--- src/design/decimal_radix_sorter_defines.svh ---
// Assertion helpers shared by the sorter RTL
`ifndef DECIMAL_RADIX_SORTER_DEFINES_SVH
`define DECIMAL_RADIX_SORTER_DEFINES_SVH

// same-cycle implication
`define DRS_ASSERT_NOW(label, clk, rst, ante, cons, msg) \
   label: assert property (@(posedge clk) disable iff (rst) (ante) |-> (cons)) else $error(msg);

// next-cycle implication
`define DRS_ASSERT_NEXT(label, clk, rst, ante, cons, msg) \
   label: assert property (@(posedge clk) disable iff (rst) (ante) |=> (cons)) else $error(msg);

`endif

--- src/design/drs_pkg.sv ---
package drs_pkg;

   localparam int KEY_W    = 17;
   localparam int DIG_W    = 4;
   localparam int RADIX    = 10;
   localparam logic [KEY_W-1:0] KEY_MAX = 17'd99999;

   // q / 10 == (q * RECIP) >> RECIP_SHIFT, exact for every 17-bit q
   localparam int RECIP_W     = 18;
   localparam logic [RECIP_W-1:0] RECIP = 18'd209716;
   localparam int RECIP_SHIFT = 21;
   localparam int PROD_W      = KEY_W + RECIP_W;
   localparam int QUO_W       = PROD_W - RECIP_SHIFT;

   typedef struct packed {
      logic [KEY_W-1:0] key_in;
      logic             last_key;
   } req_type;

   typedef struct packed {
      logic [KEY_W-1:0] key_out;
      logic             last_out;
      logic             overflow;
   } rsp_type;

   typedef struct packed {
      logic load;       // key transfer on the request side
      logic clr_set;    // set delivered, start a new one
      logic idx_clr;
      logic cnt_clear;
      logic issue;      // read next stored entry into the digit pipe
      logic scatter;    // pipe also writes to the other buffer at the bucket position
      logic pfx_init;
      logic pfx_step;
      logic swap;       // pass done, buffers change roles
      logic out_issue;
      logic out_latch;
   } cmd_type;

   typedef struct packed {
      logic idx_done;
      logic pipe_empty;
      logic pfx_done;
      logic pass_done;
      logic rsp_taken;
      logic out_last;
   } status_type;

endpackage

--- src/design/drs_ctrl.sv ---
module drs_ctrl (
   input  logic                clock,
   input  logic                reset,
   input  logic                req_valid,
   input  logic                req_last,
   input  drs_pkg::status_type status,
   output drs_pkg::cmd_type    cmd,
   output logic                req_stall
);
   import drs_pkg::*;

   localparam logic [2:0] ST_LOAD     = 3'd0;
   localparam logic [2:0] ST_COUNT    = 3'd1;
   localparam logic [2:0] ST_PREFIX   = 3'd2;
   localparam logic [2:0] ST_SCATTER  = 3'd3;
   localparam logic [2:0] ST_OUT_RD   = 3'd4;
   localparam logic [2:0] ST_OUT_LAT  = 3'd5;
   localparam logic [2:0] ST_OUT_WAIT = 3'd6;

   logic [2:0] state_ff, state_in;

   always_comb begin
      state_in = state_ff;
      cmd      = '0;
      unique case (state_ff)
         ST_LOAD: begin
            cmd.load = req_valid;
            if (req_valid && req_last) begin
               cmd.idx_clr   = 1'b1;
               cmd.cnt_clear = 1'b1;
               state_in      = ST_COUNT;
            end
         end
         ST_COUNT: begin
            cmd.issue = !status.idx_done;
            if (status.idx_done && status.pipe_empty) begin
               cmd.pfx_init = 1'b1;
               state_in     = ST_PREFIX;
            end
         end
         ST_PREFIX: begin
            cmd.pfx_step = 1'b1;
            if (status.pfx_done) begin
               cmd.idx_clr = 1'b1;
               state_in    = ST_SCATTER;
            end
         end
         ST_SCATTER: begin
            cmd.scatter = 1'b1;
            cmd.issue   = !status.idx_done;
            if (status.idx_done && status.pipe_empty) begin
               cmd.swap    = 1'b1;
               cmd.idx_clr = 1'b1;
               if (status.pass_done) begin
                  state_in = ST_OUT_RD;
               end else begin
                  cmd.cnt_clear = 1'b1;
                  state_in      = ST_COUNT;
               end
            end
         end
         ST_OUT_RD: begin
            cmd.out_issue = 1'b1;
            state_in      = ST_OUT_LAT;
         end
         ST_OUT_LAT: begin
            cmd.out_latch = 1'b1;
            state_in      = ST_OUT_WAIT;
         end
         ST_OUT_WAIT: begin
            if (status.rsp_taken) begin
               if (status.out_last) begin
                  cmd.clr_set = 1'b1;
                  state_in    = ST_LOAD;
               end else begin
                  state_in = ST_OUT_RD;
               end
            end
         end
         default: begin
            state_in = ST_LOAD;
         end
      endcase
   end

   always_ff @(posedge clock) begin
      if (reset) begin
         state_ff <= ST_LOAD;
      end else begin
         state_ff <= state_in;
      end
   end

   assign req_stall = (state_ff != ST_LOAD);
endmodule

--- config.mk ---
export PLATFORM = sky130hd
export DESIGN_NAME = drs_ctrl
export DESIGN_NICKNAME = d
export VERILOG_FILES = /design/src/design/decimal_radix_sorter_defines.svh /design/src/design/drs_pkg.sv /design/src/design/drs_ctrl.sv
export SDC_FILE = /design/constraint.sdc
export NUM_CORES = 1
export LEC_CHECK = 0
export BUFFER_PORTS_ARGS = -buffer_cell sky130_fd_sc_hd__buf_2
export CAP_MARGIN = 15
export CORE_AREA = 2 2 39 41
export DETAILED_ROUTE_END_ITERATION = 10
export DIE_AREA = 0 0 41 43
export HOLD_SLACK_MARGIN = 0.03
export MAX_ROUTING_LAYER = met4
export PLACE_DENSITY_LB_ADDON = 0.3
export SLEW_MARGIN = 10
export SYNTH_ARGS = -nofsm -noshare
export SYNTH_HDL_FRONTEND = slang
export SYNTH_SLANG_ARGS = --single-unit
--- constraint.sdc ---
create_clock -name clock -period 3.38 [get_ports clock]
set_clock_uncertainty 0.2 [all_clocks]
set_input_delay 0.338 -clock clock [delete_from_list [all_inputs] [get_ports clock]]
set_output_delay 0.338 -clock clock [all_outputs]
set_load 0.01 [all_outputs]
Word-level counts from Yosys, hierarchy flattened

Cells that the tools add are included.

Output and inout bits: 12
Word-level logic and storage cells: 45
Bits in registers: 3

Muxes and demuxes: 26
Reductions and logical operators: 7
Equality and inequality tests: 11

Operator list:

| operator                                             | number |
|---|---|
| 2-to-1 mux 3 bit                                     | 7 |
| one-hot mux 3 bit (7 select lines)                   | 1 |
| 2-to-1 mux 1 bit                                     | 14 |
| != test 2 bit (second input constant)                | 5 |
| equality test 3 bit (second input constant)          | 3 |
| equality test 3 x 2 -> 1 bit (second input constant) | 2 |
| AND reduction 5 bit                                  | 1 |
| 2-to-1 mux 2 bit                                     | 2 |
| equality test 3 x 1 -> 1 bit (second input constant) | 1 |
| zero test 3 bit                                      | 1 |
| one-hot mux 1 bit (3 select lines)                   | 1 |
| nonzero test 3 bit                                   | 1 |
| logical AND 1 bit                                    | 2 |
| one-hot mux 1 bit (2 select lines)                   | 1 |
| OR reduction 2 bit                                   | 1 |
| zero test 1 bit                                      | 1 |

Logic depth before layout (Yosys ltp)

Depth in word-level cells: 3
Depth in mapped cells: 5

Least setup slack after synthesis

No wires, ideal clock.

Path type: register to output
Start: register state_ff[1]
End: output port cmd[8] in the netlist's numbering
Slack: 1874 ps
Path buffers: 1
Arrival time: 968 ps
Stages on the path, launching flop included: 6
Path through: dfxtp_1 buf_6 nand2_1 o21a_1 o22ai_1 nor2b_1

RTL lines:

| what                     | line           | RTL |
|---|---|---|
| start: declaration       | drs_ctrl.sv:20 | `logic [2:0] state_ff, state_in;` |
| start signal: assignment | drs_ctrl.sv:90 | `state_ff <= state_in;` |
| end: declaration         | drs_ctrl.sv:7  | `output drs_pkg::cmd_type cmd,` |

==> results.yml <==
run_status:
  run_status: "finished clean"
detailed_routing:
  ant_nets: 0
  drtPass1Iterations: 2
  vias_per_cell: 4.852
  drtIter0Drc: 6
  route.detailed.drc: 0
  wire_per_inst_um: 10.59
  vias: 427
  wl_um: 932
cells_and_area:
  fin_nets: 83
  insertedDiodeCount: 0
  top_register: "state_ff"
  top_regs: "state_ff x3"
  largest_reg_flops: 3
  fillerInstances: 162
  synthToLayoutAreaGrowth_pct: 35.87
  layout-drive-gt1-share_pct: 43.06
synthesis:
  synth.area.mux_share_pct: 0
  synth-seq-cells: 3
  synthCells: 50
  syn-num-nets: 60
  synth_top_family_by_area: "simple AND/OR/NAND/NOR gates"
  async_flop_share_pct: 0
  synth_seq_area_share_pct: 17.39
  synth_top_flop_cell: "dfxtp_1"
  synth-simple-area-share_pct: 42.39
  syn_area_um2: 345.3
  yosys.area.top_type_share_pct: 17.39
  yosysTopAreaCell: "dfxtp_1"
  synth.top_cells.by_area: "dfxtp_1 (17%), nand2_1 (9.8%), buf_6 (6.5%)"
  synth_edf_count: 0
  synth_cell_types: 25
  synth_compound_area_share_pct: 28.99
  yosys.area_share.xor_xnor_pct: 0
  synthAdderAreaFrac_pct: 0
  synth_warnings: 0
  avgSynthCellArea_um2: 6.907
clock_network:
  clkSinkCount: 3
  cts_buffers: 3
  cts_resized: 0
  postCtsHoldBufs: 0
  h-tree-depth: 1
  postCtsSetupBuffers: 0
  cts_tree: "done"
  clockBufferDepth: 2
  clock_latency_ps: 230
  clock-root-buffer: "clkbuf_4"
  clk_pin_slew_worst_paths_ps: 40
floorplanning:
  ios: 22
  die_height_um: 43
  core-area_um2: 1384
  die_w_um: 41
  start_util_pct: 24.95
  std_cell_rows: 14
  die_area_um2: 1763
timing:
  clock.fmax_ghz: 0.4647
  setup_viol: 0
  post-route-period-util_pct: 63.67
  fin_crit_ps: 2152
  slew_violations: 0
  hold_viol_final: 0
  relSlewSlack_pct: 69.77
  rsz0062_at_grt: "no"
  hold_ws_ps: 129.1
  final.setup.tns_ps: 0
  worst_pin_slew_ps: 452.8
grt:
  grt_pass1_vias: 345
  grt_overflow: 0
  grt_max_degree: 15
  antenna_found_initial: 0
  grt.total_usage_pct: 12.42
  grt_pass1_wl_mm: 1.504
critical_path:
  arrival_ps: 1610
  cp_max_fo: 13
  cp-end-kind: "output pin"
  startpoint_type: "flip-flop"
  cp.required_ps: 2840
  worstSetupPathType: "reg -> out"
run:
  maxCapViolations: 0
placement:
  port_buffers: 21
  hpwl_um: 698.8
  gp_congestion: 0.8203
pwr:
  ir_drop_mv: 0.1407
  leakage_nw: 0.2261
  power_density_nw_per_um2: 326.6
hold_path:
  hold_path_class: "in -> reg"
cells in the mapped netlist, types with 2 or more instances:
| cell | n |
|---|---|
| nand2_1 | 9 |
| nor2_1 | 5 |
| a21oi_1 | 3 |
| dfxtp_1 | 3 |
| nor3_1 | 3 |
| a32oi_1 | 2 |
| and3_1 | 2 |
| buf_6 | 2 |
| inv_2 | 2 |
| nand2b_1 | 2 |
| nor2b_1 | 2 |
| o21ai_0 | 2 |
per-stage QoR:
stage	util (%)	cells	power, mW	setup WS (ps)	cell area [um2]
after floorplan	-	50	0.07404	1874	345.3
after global placement	32.01	84	0.08986	1531	442.9
after detailed placement	32.01	84	0.09057	1494	442.9
after CTS	33.91	88	0.1559	1230	469.2
after global routing	33.91	88	0.1677	1095	469.2
final	33.91	88	0.1532	1228	469.2
layout by cell type, fill, tap and decap left out, drive strengths merged:
cell type,count
a2111oi,1
a21oi,3
a22oi,1
a32oi,2
and2,1
and3,2
buf,21
clkbuf,4
dfxtp,3
inv,3
nand2,9
nand2b,2
nor2,6
nor2b,3
nor3,3
nor3b,2
o21a,1
o21ai,3
o22ai,1
o32ai,1
where the power goes:
| group | total [mW] | switching (mW) | internal [mW] |
|---|---|---|---|
| clock network | 0.0631 | 0.0188 | 0.0443 |
| logic | 0.0448 | 0.0240 | 0.0208 |
| registers | 0.0453 | 0.00746 | 0.0379 |
metal layers:
metal,global-route usage (%),wire length (um),up-vias
li1,-,-,220
met1,15.65,454,191
met2,17.81,413,14
met3,4.712,55,2
met4,4.000,9,0
met5,-,0,-
critical path, cell delays in order, from the launching register on:
cell and delay (ps):
dfxtp_1 560, nor2b_2 260, nand2_1 120, o32ai_2 270, buf_2 160
logic make-up (layout without fill, tap and decap cells):
kind of cell,after synthesis,after routing
AO/OA/AOI/OAI,13,13
buffers and inverters,6,28
flip-flops,3,3
AND/OR/NAND/NOR,28,28
layout make-up:
cell class | instances | area, um2 | share of cell area, %
multi-input cells | 41 | 246.5 | 52.53
repair buffers | 21 | 105.1 | 22.40
flip-flops and latches | 3 | 60.06 | 12.80
clock buffers | 4 | 26.28 | 5.600
well taps | 16 | 20.02 | 4.267
inverters | 3 | 11.26 | 2.400
final timing paths:
kind	startpoint	endpoint	slack (ps)	cells after the start
worst max-delay path	state_ff[0]$_SDFFE_PP0P_	cmd[7]	1230	4
worst min-delay path	reset	state_ff[1]$_SDFFE_PP0P_	130	2
worst max register to register	state_ff[2]$_SDFFE_PP0P_	state_ff[0]$_SDFFE_PP0P_	1840	4
worst min register to register	state_ff[1]$_SDFFE_PP0P_	state_ff[1]$_SDFFE_PP0P_	500	2
(Power assumes the default switching activity.)
